===== src/sxl_pkg.sv =====
`default_nettype none

package sxl_pkg;

    // Token length counter and register width
    localparam int unsigned LEN_W = 12;
    // Hard cap on the buffer size register
    localparam int unsigned MAX_TOKEN_LEN = 4095;
    // Result beats one input beat can cause
    localparam int unsigned MAX_RESULTS = 3;
    // Result queue depth
    localparam int unsigned QUEUE_DEPTH = 4;
    localparam int unsigned QPTR_W = $clog2(QUEUE_DEPTH);
    localparam int unsigned QCNT_W = $clog2(QUEUE_DEPTH + 1);
    // Reset value of the buffer size register
    localparam logic [LEN_W-1:0] MAX_LEN_RESET = 12'd255;

    typedef enum logic [1:0] {
        KIND_CHAR  = 2'd0,
        KIND_DONE  = 2'd1,
        KIND_ERROR = 2'd2
    } kind_t;

    typedef enum logic [3:0] {
        TOK_EOF    = 4'd0,
        TOK_LPAR   = 4'd1,
        TOK_RPAR   = 4'd2,
        TOK_DOT    = 4'd3,
        TOK_QUOTE  = 4'd4,
        TOK_STRING = 4'd5,
        TOK_INT    = 4'd6,
        TOK_SYMBOL = 4'd7,
        TOK_LABEL  = 4'd8
    } tok_t;

    typedef enum logic [1:0] {
        ERR_NONE       = 2'd0,
        ERR_TOO_LONG   = 2'd1,
        ERR_SPECIAL    = 2'd2,
        ERR_EOF_IN_STR = 2'd3
    } err_t;

    typedef struct packed {
        kind_t            kind;
        logic [7:0]       out_char;
        tok_t             token_type;
        logic [LEN_W-1:0] token_len;
        logic [63:0]      int_value;
        err_t             error_code;
        logic             last;
    } result_t;

    // One result beat, last cleared
    function automatic result_t make_result(kind_t k, logic [7:0] ch, tok_t tt,
                                            logic [LEN_W-1:0] len, logic [63:0] val,
                                            err_t err);
        result_t r;
        r.kind       = k;
        r.out_char   = ch;
        r.token_type = tt;
        r.token_len  = len;
        r.int_value  = val;
        r.error_code = err;
        r.last       = 1'b0;
        return r;
    endfunction

endpackage

`default_nettype wire


===== src/sxl_lexer.sv =====
`default_nettype none

// Lexer state and per-byte decode: one input beat in, up to three results out
module sxl_lexer (
    input  wire logic                       aclk,
    input  wire logic                       aresetn,
    input  wire logic                       in_take,
    input  wire logic [7:0]                 in_char,
    input  wire logic                       is_end,
    input  wire logic [sxl_pkg::LEN_W-1:0]  limit,
    output logic [1:0]                      res_cnt,
    output sxl_pkg::result_t                res [sxl_pkg::MAX_RESULTS]
);

    typedef enum logic [2:0] {
        M_IDLE    = 3'd0,
        M_STRING  = 3'd1,
        M_ESCAPE  = 3'd2,
        M_COMMENT = 3'd3,
        M_NUMBER  = 3'd4,
        M_SYMBOL  = 3'd5
    } mode_t;

    localparam logic [7:0] CH_LF     = 8'd10;
    localparam logic [7:0] CH_BANG   = 8'h21;
    localparam logic [7:0] CH_DQUOTE = 8'h22;
    localparam logic [7:0] CH_SQUOTE = 8'h27;
    localparam logic [7:0] CH_LPAR   = 8'h28;
    localparam logic [7:0] CH_RPAR   = 8'h29;
    localparam logic [7:0] CH_STAR   = 8'h2A;
    localparam logic [7:0] CH_PLUS   = 8'h2B;
    localparam logic [7:0] CH_MINUS  = 8'h2D;
    localparam logic [7:0] CH_DOT    = 8'h2E;
    localparam logic [7:0] CH_ZERO   = 8'h30;
    localparam logic [7:0] CH_NINE   = 8'h39;
    localparam logic [7:0] CH_COLON  = 8'h3A;
    localparam logic [7:0] CH_SEMI   = 8'h3B;
    localparam logic [7:0] CH_BSLASH = 8'h5C;
    localparam logic [7:0] CH_TILDE  = 8'h7E;

    function automatic logic is_digit(logic [7:0] c);
        return (c >= CH_ZERO) && (c <= CH_NINE);
    endfunction

    function automatic logic is_sym(logic [7:0] c);
        return (c >= CH_STAR) && (c <= CH_TILDE) && (c != CH_SEMI);
    endfunction

    mode_t                        mode_reg, mode_next;
    logic [sxl_pkg::LEN_W-1:0]    len_reg, len_next;
    logic [7:0]                   first_reg, first_next;
    logic [63:0]                  acc_reg, acc_next;
    logic                         neg_reg, neg_next;
    logic                         sat_reg, sat_next;

    // acc * 10 + digit, top bits flag overflow past 2^64-1
    logic [67:0] acc_x10;
    assign acc_x10 = ({4'b0, acc_reg} << 3) + ({4'b0, acc_reg} << 1)
                   + {64'b0, in_char[3:0] - CH_ZERO[3:0]};

    always_comb begin
        sxl_pkg::result_t     res_v [sxl_pkg::MAX_RESULTS];
        logic [1:0]           n_v;
        logic                 fin1;
        sxl_pkg::tok_t        fin1_type;
        logic [63:0]          fin1_val;
        logic                 do_idle;
        logic                 take_en;
        mode_t                mode_ok;
        logic                 fin2;
        sxl_pkg::tok_t        fin2_type;
        logic                 tail_en;
        sxl_pkg::result_t     tail_res;
        sxl_pkg::tok_t        sym_type;
        logic [63:0]          num_val;
        logic                 num_close;

        mode_next  = mode_reg;
        len_next   = len_reg;
        first_next = first_reg;
        acc_next   = acc_reg;
        neg_next   = neg_reg;
        sat_next   = sat_reg;
        for (int i = 0; i < sxl_pkg::MAX_RESULTS; i++) begin
            res_v[i] = '0;
        end
        n_v       = 2'd0;
        fin1      = 1'b0;
        fin1_type = sxl_pkg::TOK_EOF;
        fin1_val  = '0;
        do_idle   = 1'b0;
        take_en   = 1'b0;
        mode_ok   = M_IDLE;
        fin2      = 1'b0;
        fin2_type = sxl_pkg::TOK_EOF;
        tail_en   = 1'b0;
        tail_res  = '0;

        sym_type  = (first_reg == CH_COLON) ? sxl_pkg::TOK_LABEL : sxl_pkg::TOK_SYMBOL;
        num_val   = sat_reg ? '1 : (neg_reg ? (64'd0 - acc_reg) : acc_reg);
        // a lone sign so far is a symbol, not a number
        num_close = (len_reg > sxl_pkg::LEN_W'(1)) || is_digit(first_reg);

        // Decode against the current mode
        if (is_end) begin
            tail_en  = 1'b1;
            tail_res = sxl_pkg::make_result(sxl_pkg::KIND_DONE, 8'd0, sxl_pkg::TOK_EOF,
                                            '0, '0, sxl_pkg::ERR_NONE);
            unique case (mode_reg)
                M_STRING, M_ESCAPE: begin
                    tail_res = sxl_pkg::make_result(sxl_pkg::KIND_ERROR, 8'd0,
                                                    sxl_pkg::TOK_EOF, '0, '0,
                                                    sxl_pkg::ERR_EOF_IN_STR);
                    mode_next = M_IDLE;
                end
                M_NUMBER: begin
                    fin1      = 1'b1;
                    fin1_type = num_close ? sxl_pkg::TOK_INT : sym_type;
                    fin1_val  = num_close ? num_val : '0;
                end
                M_SYMBOL: begin
                    fin1      = 1'b1;
                    fin1_type = sym_type;
                end
                default: begin
                    mode_next = M_IDLE;
                end
            endcase
        end else begin
            unique case (mode_reg)
                M_STRING: begin
                    if (in_char == CH_DQUOTE) begin
                        fin1      = 1'b1;
                        fin1_type = sxl_pkg::TOK_STRING;
                    end else begin
                        take_en = 1'b1;
                        mode_ok = (in_char == CH_BSLASH) ? M_ESCAPE : M_STRING;
                    end
                end
                M_ESCAPE: begin
                    take_en = 1'b1;
                    mode_ok = M_STRING;
                end
                M_COMMENT: begin
                    if (in_char == CH_LF) begin
                        mode_next = M_IDLE;
                    end
                end
                M_NUMBER: begin
                    if (is_digit(in_char)) begin
                        if (!sat_reg) begin
                            if (acc_x10[67:64] != 4'd0) begin
                                sat_next = 1'b1;
                            end else begin
                                acc_next = acc_x10[63:0];
                            end
                        end
                        take_en = 1'b1;
                        mode_ok = M_NUMBER;
                    end else if (num_close) begin
                        fin1      = 1'b1;
                        fin1_type = sxl_pkg::TOK_INT;
                        fin1_val  = num_val;
                        do_idle   = 1'b1;
                    end else if (is_sym(in_char)) begin
                        mode_next = M_SYMBOL;
                        take_en   = 1'b1;
                        mode_ok   = M_SYMBOL;
                    end else begin
                        fin1      = 1'b1;
                        fin1_type = sym_type;
                        do_idle   = 1'b1;
                    end
                end
                M_SYMBOL: begin
                    if (is_sym(in_char)) begin
                        take_en = 1'b1;
                        mode_ok = M_SYMBOL;
                    end else begin
                        fin1      = 1'b1;
                        fin1_type = sym_type;
                        do_idle   = 1'b1;
                    end
                end
                default: begin
                    mode_next = M_IDLE;
                    do_idle   = 1'b1;
                end
            endcase
        end

        // Close the open token
        if (fin1) begin
            if (len_reg >= limit) begin
                res_v[n_v] = sxl_pkg::make_result(sxl_pkg::KIND_ERROR, 8'd0,
                                                  sxl_pkg::TOK_EOF, '0, '0,
                                                  sxl_pkg::ERR_TOO_LONG);
            end else begin
                res_v[n_v] = sxl_pkg::make_result(sxl_pkg::KIND_DONE, 8'd0, fin1_type,
                                                  len_reg, fin1_val, sxl_pkg::ERR_NONE);
            end
            n_v       = n_v + 2'd1;
            mode_next = M_IDLE;
        end

        // Byte seen from idle
        if (do_idle) begin
            if (in_char == CH_LPAR || in_char == CH_RPAR || in_char == CH_DOT ||
                in_char == CH_SQUOTE) begin
                len_next = '0;
                take_en  = 1'b1;
                mode_ok  = M_IDLE;
                fin2     = 1'b1;
                case (in_char)
                    CH_LPAR: fin2_type = sxl_pkg::TOK_LPAR;
                    CH_RPAR: fin2_type = sxl_pkg::TOK_RPAR;
                    CH_DOT:  fin2_type = sxl_pkg::TOK_DOT;
                    default: fin2_type = sxl_pkg::TOK_QUOTE;
                endcase
            end else if (in_char == CH_DQUOTE) begin
                len_next  = '0;
                mode_next = M_STRING;
            end else if (in_char == CH_SEMI) begin
                mode_next = M_COMMENT;
            end else if (is_digit(in_char) || in_char == CH_MINUS || in_char == CH_PLUS) begin
                len_next   = '0;
                first_next = in_char;
                sat_next   = 1'b0;
                neg_next   = (in_char == CH_MINUS);
                acc_next   = is_digit(in_char) ? {60'd0, in_char[3:0]} : '0;
                take_en    = 1'b1;
                mode_ok    = M_NUMBER;
            end else if (is_sym(in_char)) begin
                len_next   = '0;
                first_next = in_char;
                take_en    = 1'b1;
                mode_ok    = M_SYMBOL;
            end else if (in_char >= CH_BANG && in_char <= CH_SQUOTE) begin
                tail_en  = 1'b1;
                tail_res = sxl_pkg::make_result(sxl_pkg::KIND_ERROR, 8'd0,
                                                sxl_pkg::TOK_EOF, '0, '0,
                                                sxl_pkg::ERR_SPECIAL);
            end
        end

        // Append one token character, or fail on the length limit
        if (take_en) begin
            if (len_next >= limit) begin
                res_v[n_v] = sxl_pkg::make_result(sxl_pkg::KIND_ERROR, 8'd0,
                                                  sxl_pkg::TOK_EOF, '0, '0,
                                                  sxl_pkg::ERR_TOO_LONG);
                mode_next  = M_IDLE;
                fin2       = 1'b0;
            end else begin
                res_v[n_v] = sxl_pkg::make_result(sxl_pkg::KIND_CHAR, in_char,
                                                  sxl_pkg::TOK_EOF, '0, '0,
                                                  sxl_pkg::ERR_NONE);
                len_next   = len_next + sxl_pkg::LEN_W'(1);
                mode_next  = mode_ok;
            end
            n_v = n_v + 2'd1;
        end

        // Single-character token completes at once
        if (fin2) begin
            if (len_next >= limit) begin
                res_v[n_v] = sxl_pkg::make_result(sxl_pkg::KIND_ERROR, 8'd0,
                                                  sxl_pkg::TOK_EOF, '0, '0,
                                                  sxl_pkg::ERR_TOO_LONG);
            end else begin
                res_v[n_v] = sxl_pkg::make_result(sxl_pkg::KIND_DONE, 8'd0, fin2_type,
                                                  len_next, '0, sxl_pkg::ERR_NONE);
            end
            n_v       = n_v + 2'd1;
            mode_next = M_IDLE;
        end

        // End-of-input token or a closing error
        if (tail_en) begin
            res_v[n_v] = tail_res;
            n_v        = n_v + 2'd1;
        end

        if (n_v != 2'd0) begin
            res_v[n_v - 2'd1].last = 1'b1;
        end

        res     = res_v;
        res_cnt = n_v;
    end

    // State advances only on an accepted beat
    always_ff @(posedge aclk) begin
        if (!aresetn) begin
            mode_reg  <= M_IDLE;
            len_reg   <= '0;
            first_reg <= '0;
            acc_reg   <= '0;
            neg_reg   <= 1'b0;
            sat_reg   <= 1'b0;
        end else if (in_take) begin
            mode_reg  <= mode_next;
            len_reg   <= len_next;
            first_reg <= first_next;
            acc_reg   <= acc_next;
            neg_reg   <= neg_next;
            sat_reg   <= sat_next;
        end
    end

endmodule

`default_nettype wire


===== src/sxl_res_queue.sv =====
`default_nettype none

// Small result queue: up to 3 beats in at once, one out per ready cycle
module sxl_res_queue (
    input  wire logic              aclk,
    input  wire logic              aresetn,
    input  wire logic [1:0]        push_cnt,
    input  wire sxl_pkg::result_t  push_data [sxl_pkg::MAX_RESULTS],
    output logic                   room,
    output logic                   out_valid,
    input  wire logic              out_ready,
    output sxl_pkg::result_t       out_data
);

    sxl_pkg::result_t                 mem [sxl_pkg::QUEUE_DEPTH];
    logic [sxl_pkg::QPTR_W-1:0]       wr_ptr_reg, rd_ptr_reg;
    logic [sxl_pkg::QCNT_W-1:0]       cnt_reg;
    logic                             pop;

    assign out_valid = (cnt_reg != '0);
    assign out_data  = mem[rd_ptr_reg];
    assign pop       = out_valid && out_ready;
    // room for a worst-case burst once the head beat is counted
    assign room      = (cnt_reg <= sxl_pkg::QCNT_W'(sxl_pkg::QUEUE_DEPTH - sxl_pkg::MAX_RESULTS));

    // Entry storage
    always_ff @(posedge aclk) begin
        for (int i = 0; i < sxl_pkg::MAX_RESULTS; i++) begin
            if (2'(i) < push_cnt) begin
                mem[wr_ptr_reg + sxl_pkg::QPTR_W'(i)] <= push_data[i];
            end
        end
    end

    // Pointers and fill count
    always_ff @(posedge aclk) begin
        if (!aresetn) begin
            wr_ptr_reg <= '0;
            rd_ptr_reg <= '0;
            cnt_reg    <= '0;
        end else begin
            wr_ptr_reg <= wr_ptr_reg + sxl_pkg::QPTR_W'(push_cnt);
            if (pop) begin
                rd_ptr_reg <= rd_ptr_reg + sxl_pkg::QPTR_W'(1);
            end
            cnt_reg <= cnt_reg + sxl_pkg::QCNT_W'(push_cnt)
                     - sxl_pkg::QCNT_W'(pop);
        end
    end

endmodule

`default_nettype wire


===== src/s_expression_lexer.sv =====
`default_nettype none

// Lisp lexer. Each input beat carries one source byte, or an end-of-input
// mark on s_tuser. Each beat is decoded in the cycle it is accepted and its
// results (token characters, completed tokens, errors; at most three) go
// into a four-entry result queue that drives the output one beat per cycle
// while m_tready is high. A byte with one result or none is taken every
// cycle while m_tready is high; s_tready is high while the queue holds at
// most one beat, so a byte that closes a token and starts another (up to
// three results) holds off the input while the queue drains. The token
// length limit is written on cfg_wr_en and must only be changed while the
// block is idle.
module s_expression_lexer (
    input  wire logic          aclk,
    input  wire logic          aresetn,
    // buffer size register
    input  wire logic          cfg_wr_en,
    input  wire logic [11:0]   cfg_wr_data,
    // input channel
    input  wire logic          s_tvalid,
    output logic               s_tready,
    input  wire logic [7:0]    s_tdata,   // [7:0] in_char
    input  wire logic          s_tuser,   // is_end
    // result channel
    output logic               m_tvalid,
    input  wire logic          m_tready,
    output logic [95:0]        m_tdata,   // [7:0] out_char, [11:8] token_type,
                                          // [23:12] token_len, [87:24] int_value,
                                          // [89:88] error_code, [95:90] zero
    output logic [1:0]         m_tuser,   // kind
    output logic               m_tlast    // last result of the input beat
);

    logic [sxl_pkg::LEN_W-1:0]  max_len_reg;
    logic [sxl_pkg::LEN_W-1:0]  limit;
    logic                       in_take;
    logic [1:0]                 res_cnt;
    sxl_pkg::result_t           res [sxl_pkg::MAX_RESULTS];
    sxl_pkg::result_t           head;

    // Buffer size register
    always_ff @(posedge aclk) begin
        if (!aresetn) begin
            max_len_reg <= sxl_pkg::MAX_LEN_RESET;
        end else if (cfg_wr_en) begin
            max_len_reg <= cfg_wr_data;
        end
    end

    // Token may hold at most limit-1 characters
    assign limit = (32'(max_len_reg) > sxl_pkg::MAX_TOKEN_LEN)
                 ? sxl_pkg::LEN_W'(sxl_pkg::MAX_TOKEN_LEN) : max_len_reg;

    assign in_take = s_tvalid && s_tready;

    sxl_lexer u_lexer (
        .aclk    (aclk),
        .aresetn (aresetn),
        .in_take (in_take),
        .in_char (s_tdata),
        .is_end  (s_tuser),
        .limit   (limit),
        .res_cnt (res_cnt),
        .res     (res)
    );

    sxl_res_queue u_queue (
        .aclk      (aclk),
        .aresetn   (aresetn),
        .push_cnt  (in_take ? res_cnt : 2'd0),
        .push_data (res),
        .room      (s_tready),
        .out_valid (m_tvalid),
        .out_ready (m_tready),
        .out_data  (head)
    );

    // Output beat packing
    assign m_tdata = {6'd0, head.error_code, head.int_value, head.token_len,
                      head.token_type, head.out_char};
    assign m_tuser = head.kind;
    assign m_tlast = head.last;

endmodule

`default_nettype wire

===== config.mk =====
export PLATFORM = sky130hd
export DESIGN_NAME = s_expression_lexer
export DESIGN_NICKNAME = d
export VERILOG_FILES = /design/src/sxl_pkg.sv /design/src/sxl_lexer.sv /design/src/sxl_res_queue.sv /design/src/s_expression_lexer.sv
export SDC_FILE = /design/constraint.sdc
export NUM_CORES = 1
export LEC_CHECK = 0
export BUFFER_PORTS_ARGS = -buffer_cell sky130_fd_sc_hd__buf_2
export CAP_MARGIN = 20
export CORE_MARGIN = 5
export CORE_UTILIZATION = 57
export CTS_BUF_LIST = sky130_fd_sc_hd__clkbuf_16
export CTS_CLUSTER_SIZE = 16
export DETAILED_ROUTE_END_ITERATION = 8
export MAX_ROUTING_LAYER = met4
export PLACE_DENSITY = 0.78
export SKIP_CTS_REPAIR_TIMING = 1
export SYNTH_ARGS = -nofsm -noshare
export SYNTH_HDL_FRONTEND = slang
export SYNTH_SLANG_ARGS = --single-unit
export TNS_END_PERCENT = 10

===== constraint.sdc =====
create_clock -name aclk -period 13.75 [get_ports aclk]
set_clock_uncertainty 0.2 [all_clocks]
set_input_delay 0.6875 -clock aclk [delete_from_list [all_inputs] [get_ports aclk]]
set_output_delay 0.6875 -clock aclk [all_outputs]
set_load 0.02 [all_outputs]

==> results of run 1 <==
## area by class of cell
type,instances,area (sq um)
Clock inverter,42,488
Clock buffer,53,1330
Inverter,60,225
Multi-Input combinational cell,2032,14400
Timing Repair Buffer,146,848
Antenna cell,1,2.50
Sequential cell,482,13400
Tap cell,672,841
Fill cell,3879,18400
## synthesized netlist by cell type, drive strengths merged, types with 32 or more instances
cell type    n  area, sq um
a21oi      128          641
nand2      224          843
o21ai      211         1120
dfxtp      110         2200
o31ai       32          240
clkbuf     101          379
edfxtp     372        11200
nand4       32          200
mux4        93         2090
a22o        61          534
nor2       448         1680
and2        37          231
buf         69          324
a21o        44          330
nor3        44          225
xnor2      113          990
inv         59          221
nand3       44          220
ha         175         2190
## how the worst max path moves through the flow
stage / start / end / slack, ns / depth (start not counted)
after CTS: u_lexer.len_reg[1] / u_queue.mem[3][81] / 4.77 / 25
after global placement: s_tdata[4] / u_queue.mem[3][57] / 4.73 / 24
after detailed placement: s_tdata[7] / u_queue.mem[3][81] / 4.81 / 25
final: u_lexer.len_reg[1] / u_queue.mem[1][69] / 4.51 / 25
after floorplan: s_tdata[4] / u_queue.mem[0][0] / 0.78 / 23
after global routing: u_lexer.len_reg[1] / u_queue.mem[3][80] / 3.86 / 26
## cells by family after synthesis
| group | count (synthesis) | synth area share, % |
|---|---|---|
| other | 1 | 0.0131 |
| AO/OA/AOI/OAI | 636 | 14.6 |
| AND/OR/NAND/NOR | 957 | 15.1 |
| multiplexers | 113 | 8.03 |
| flip-flops | 482 | 46.8 |
| buffers and inverters | 230 | 3.25 |
| XOR/XNOR | 142 | 4.35 |
| adder cells (fa/ha/maj) | 178 | 7.87 |
## worst max-delay path: stages, from the launching register on
cell	delay [ns]
dfxtp_1	0.36
or4_1	0.61
a2111oi_4	0.61
nor3_1	0.14
o31ai_1	0.46
a221o_1	0.24
buf_4	0.24
and2_1	0.22
ha_1	0.24
o21a_1	0.17
o21a_1	0.16
o21a_1	0.18
a21oi_1	0.24
o21a_1	0.38
o31ai_2	0.31
nor4_1	0.69
nand3_1	0.28
xnor2_1	0.19
ha_1	0.29
a21o_1	0.16
a21o_1	0.17
a221oi_1	0.99
nand4_1	0.64
nor3_1	0.37
a31oi_1	0.21
o21ai_0	0.28
## per-layer routing
metal | track usage (%) | vias to the layer above | part of all wire [%]
li1 | - | 10252 | -
met3 | 4.43 | 97 | 9.4
met4 | 6.15 | 0 | 1.7
met2 | 46.2 | 1115 | 46
met5 | - | - | 0
met1 | 43.9 | 11044 | 43
## metrics by stage
step / instances / utilization (%) / hold slack (ns) / cell area [sq um] / total power, mW
2_1_floorplan: 2744 / - / 0.232 / 28600 / 2.87
4_1_cts: 3485 / 63.1 / 0.0984 / 31500 / 4.73
5_1_grt: 3488 / 63.2 / 0.109 / 31500 / 4.89
3_3_place_gp: 3388 / 59.4 / 0.242 / 29600 / 3.23
6_report: 3488 / 63.2 / 0.122 / 31500 / 4.72
3_5_place_dp: 3390 / 59.4 / 0.253 / 29600 / 3.26
## where the power goes
| group | switching [mW] | total (mW) | internal [mW] |
|---|---|---|---|
| clock | 0.595 | 1.48 | 0.889 |
| sequential | 0.0959 | 1.93 | 1.84 |
| combinational | 0.832 | 1.30 | 0.468 |
==> results.toml, run 1 <==
[cts]
cts.path.max_buffers = 3
htreeDepth = 2
clock_sinks = 482
cts-buffers-inserted = 51
cts_tree = "done"
clock_latency_ns = 0.62
cts_root_buf = "clkbuf_16"
clk_pin_slew_worst_paths_ns = 0.06

[hold_path]
hold_path_end = "limit[0]"
hp-start = "cfg_wr_data[0]"
hold_depth = 3
hp-class = "in -> reg"

[yosys]
synth-edff-count = 372
yosysUniqueCellTypes = 82
syn_inst = 2739
synthFlopType = "edfxtp_1"
avgSynthCellArea_sq_um = 10.4
synth-seq-cells = 482
ys_seq_area_share_pct = 46.8
yosysWarningCount = 0
async_flop_share_pct = 0
synth.cell_area_sq_mm = 0.0286

[sta]
slew_violations = 0
tightest_slew_ns = 1.23
setup_ws_ns = 4.51
fin_tns_setup_ns = 0
final_hold_viol_count = 0
grt_setup_unrepaired = "false"
setup_violations = 0
period_minus_slack_ns = 9.24
relSlewSlack_pct = 17.9
fmax_mhz = 108
fin_crit_sh_pct = 67.2

[critical_path]
critPathMaxFanout = 22
start_kind = "flop"
crit_path_end_kind = "flop"
reg2reg_depth = 25
worstReg2RegStart = "u_lexer.len_reg[1]"
worst-setup-path-type = "reg -> reg"
rr_endpoint = "u_queue.mem[1][69]"
critPathRequiredTime_ns = 13.97
rrSetupSlack_ns = 4.51
cp.arrival_ns = 9.46

[placed_design]
io_buffers = 120
dp_slack_ns = 4.81
hpwl_um = 55500
gp_congestion = 0.984

[floorplanning]
fp.dieW_um = 234
die_h_um = 234
rows = 82
ios = 127
dieArea_sq_mm = 0.0547
core_sq_mm = 0.0499
start_util_pct = 57.3

[run_status]
status = "finished, final reports clean"

[power_and_ir_drop]
ir_drop_mv = 0.0974
powerDensity_mw_per_mm2 = 150
leakage_nw = 12.8

[route]
routed_wl_um = 80500
dr.pass1.iters = 8
drcViolationCount = 0
drt_iter0_drc = 2688
vias = 22508
vias_per_cell = 6.45
wl_per_cell_um = 23.1
antenna_left = 0

[layout]
largest_register_ffs = 372
drive_gt1_share_pct = 13.3
area_delta_synth_final_pct = 10.2
final_common_cell = "nor2_1"
final_cell_mix = "nor2_1 (447), edfxtp_1 (372), nand2_1 (219)"
nNetsFinal = 2977

[global_routing]
grt_pass1_vias = 21902
grt_pass1_wl_um = 126000
grt_use_total_pct = 30.3
grt_overflow_total = 0
grt_max_degree = 76
antenna_found_initial = 1

[flow_run]
maxCapViolCount = 0
Note: power is estimated with default switching activity, not from simulation.
==> run 2, diff against run 1 <==
--- a/config.mk
+++ b/config.mk
@@ -8,7 +8,7 @@
 export BUFFER_PORTS_ARGS = -buffer_cell sky130_fd_sc_hd__buf_2
 export CAP_MARGIN = 20
 export CORE_MARGIN = 5
-export CORE_UTILIZATION = 57
+export CORE_UTILIZATION = 60
 export CTS_BUF_LIST = sky130_fd_sc_hd__clkbuf_16
 export CTS_CLUSTER_SIZE = 16
 export DETAILED_ROUTE_END_ITERATION = 8
==> constraint.sdc (replaced) <==
create_clock -name aclk -period 9.6 [get_ports aclk]
set_clock_uncertainty 0.2 [all_clocks]
set_input_delay 0.48 -clock aclk [delete_from_list [all_inputs] [get_ports aclk]]
set_output_delay 0.48 -clock aclk [all_outputs]
set_load 0.02 [all_outputs]
==> results.toml, run 2 (synthesized netlist as in run 1, its figures left out) <==
[layout]
regArea_sq_mm = 0.0134
largest_register_ffs = 372
fillers = 3609
finalInstanceArea_sq_mm = 0.0315
nNetsFinal = 2993
drive_gt1_share_pct = 13.3
final_cell_mix = "nor2_1 (447), edfxtp_1 (372), nand2_1 (219)"
multi_input_area_sq_mm = 0.0144
area_delta_synth_final_pct = 10.0
layoutNonFillerInstCount = 3444
final_common_cell = "nor2_1"

[sta]
period_minus_slack_ns = 8.61
slew_violations = 0
final_hold_viol_count = 0
tightest_slew_ns = 1.04
fin_tns_setup_ns = 0
setup_ws_ns = 0.995
fin_crit_sh_pct = 89.6
grt_setup_unrepaired = "false"
setup_violations = 0
fmax_mhz = 116
relSlewSlack_pct = 30.9

[global_routing]
grt_pass1_vias = 22209
grt_pass1_wl_um = 127000
grt_use_total_pct = 31.5
grt_max_degree = 79
grt_overflow_total = 0
antenna_found_initial = 1

[floorplanning]
start_util_pct = 60.2
die_h_um = 228
rows = 80
ios = 127
fp.dieW_um = 228
dieArea_sq_mm = 0.0521
core_sq_mm = 0.0474

[power_and_ir_drop]
leakage_nw = 12.8
powerDensity_mw_per_mm2 = 210
p_total_mw = 6.60
power_frac_clock_pct = 29.6
p_int_mw = 4.40
p_comb_share_pct = 28.6
ir_drop_mv = 0.171
p_sw_mw = 2.20
p_seq_share_pct = 41.8
p_sw_share_pct = 33.4

[route]
vias = 22693
antenna_left = 0
drt_iter0_drc = 2766
drcViolationCount = 0
dr.pass1.iters = 9
wl_per_cell_um = 23.8
vias_per_cell = 6.59
routed_wl_um = 82100

[hold_path]
hp-class = "in -> reg"

[critical_path]
start_kind = "flop"
worst-setup-path-type = "reg -> reg"
cpMaxStageDelayCell = "or4_1"
cpPeakStageDelay_ns = 0.61
critPathRequiredTime_ns = 9.84
crit_path_end_kind = "flop"
critPathMaxFanout = 12
cp.arrival_ns = 8.85

[cts]
cts_tree = "done"
cts_root_buf = "clkbuf_16"
cts-buffers-inserted = 51
clock_sinks = 482
htreeDepth = 2
clk_pin_slew_worst_paths_ns = 0.07
clock_latency_ns = 0.61
cts.path.max_buffers = 3

[flow_run]
maxCapViolCount = 0

[placed_design]
io_buffers = 120
hpwl_um = 56500
placed_area_sq_mm = 0.0297
dp_cells = 3339
gp_congestion = 0.968
dp_slack_ns = 1.22

[run_status]
status = "finished, final reports clean"
## run 2: cell types whose count changed in the layout (fill, tap and decap cells not counted)
cell	change
clkinv_4	+1
inv_16	+1
clkinv_1	+3
inv_6	+2
clkinvlp_4	-1
buf_16	-2
inv_1	-3
buf_12	+6
dlygate4sd3_1	+12
bufinv_16	-7
clkinvlp_2	+1
## run 2: layout make-up
type / instances / area share [%]
diodes: 1 / 0.00796
clock buffers: 53 / 4.22
clock inverters: 39 / 1.02
inverters: 60 / 0.716
multi-input cells: 2032 / 45.8
flip-flops and latches: 482 / 42.5
well taps: 615 / 2.45
repair buffers: 162 / 3.29
## run 2: final timing paths
kind | slack, ns | from | cells after the start | end
hold reg to reg | 0.26 | u_lexer.first_reg[6] | 2 | u_lexer.first_reg[6]
setup reg to reg | 0.99 | u_lexer.len_reg[1] | 27 | u_queue.mem[3][69]
hold / removal | 0.005 | s_tdata[6] | 3 | u_lexer.first_reg[6]
setup / recovery | 0.99 | u_lexer.len_reg[1] | 27 | u_queue.mem[3][69]
## run 2: routing by layer
layer | GRT usage, % | wire length [um]
met3 | 7.21 | 8420
met4 | 7.30 | 1860
met5 | - | 0
met2 | 48.0 | 37600
met1 | 43.8 | 34100
## run 2: worst max-delay path, delay by kind of cell (launching register included)
family	cells	cell delay (ns)
adders and majority gates	2	0.46
DFF	1	0.39
xor gates and xnor gates	1	0.20
buffers and inverters	3	0.70
and+or+nand+nor	8	2.57
AOI/OAI and AO/OA	13	3.88
## run 2: metrics by stage
stage / util, % / hold slack, ns
floorplan: - / 0.232
global placement: 62.5 / 0.240
detailed placement: 62.6 / 0.251
CTS: 66.0 / -0.121
global route: 66.3 / 0.0107
finish: 66.3 / 0.00547
## run 2: power by group through the flow
| stage | logic [mW] | registers (mW) | clock network [mW] |
|---|---|---|---|
| finish | 1.89 | 2.76 | 1.96 |
| detailed placement | 1.88 | 2.80 | 0 |
| global placement | 1.88 | 2.77 | 0 |
| floorplan | 1.29 | 2.78 | 0 |
| global route | 2.00 | 2.78 | 2.07 |
| CTS | 1.89 | 2.76 | 1.96 |
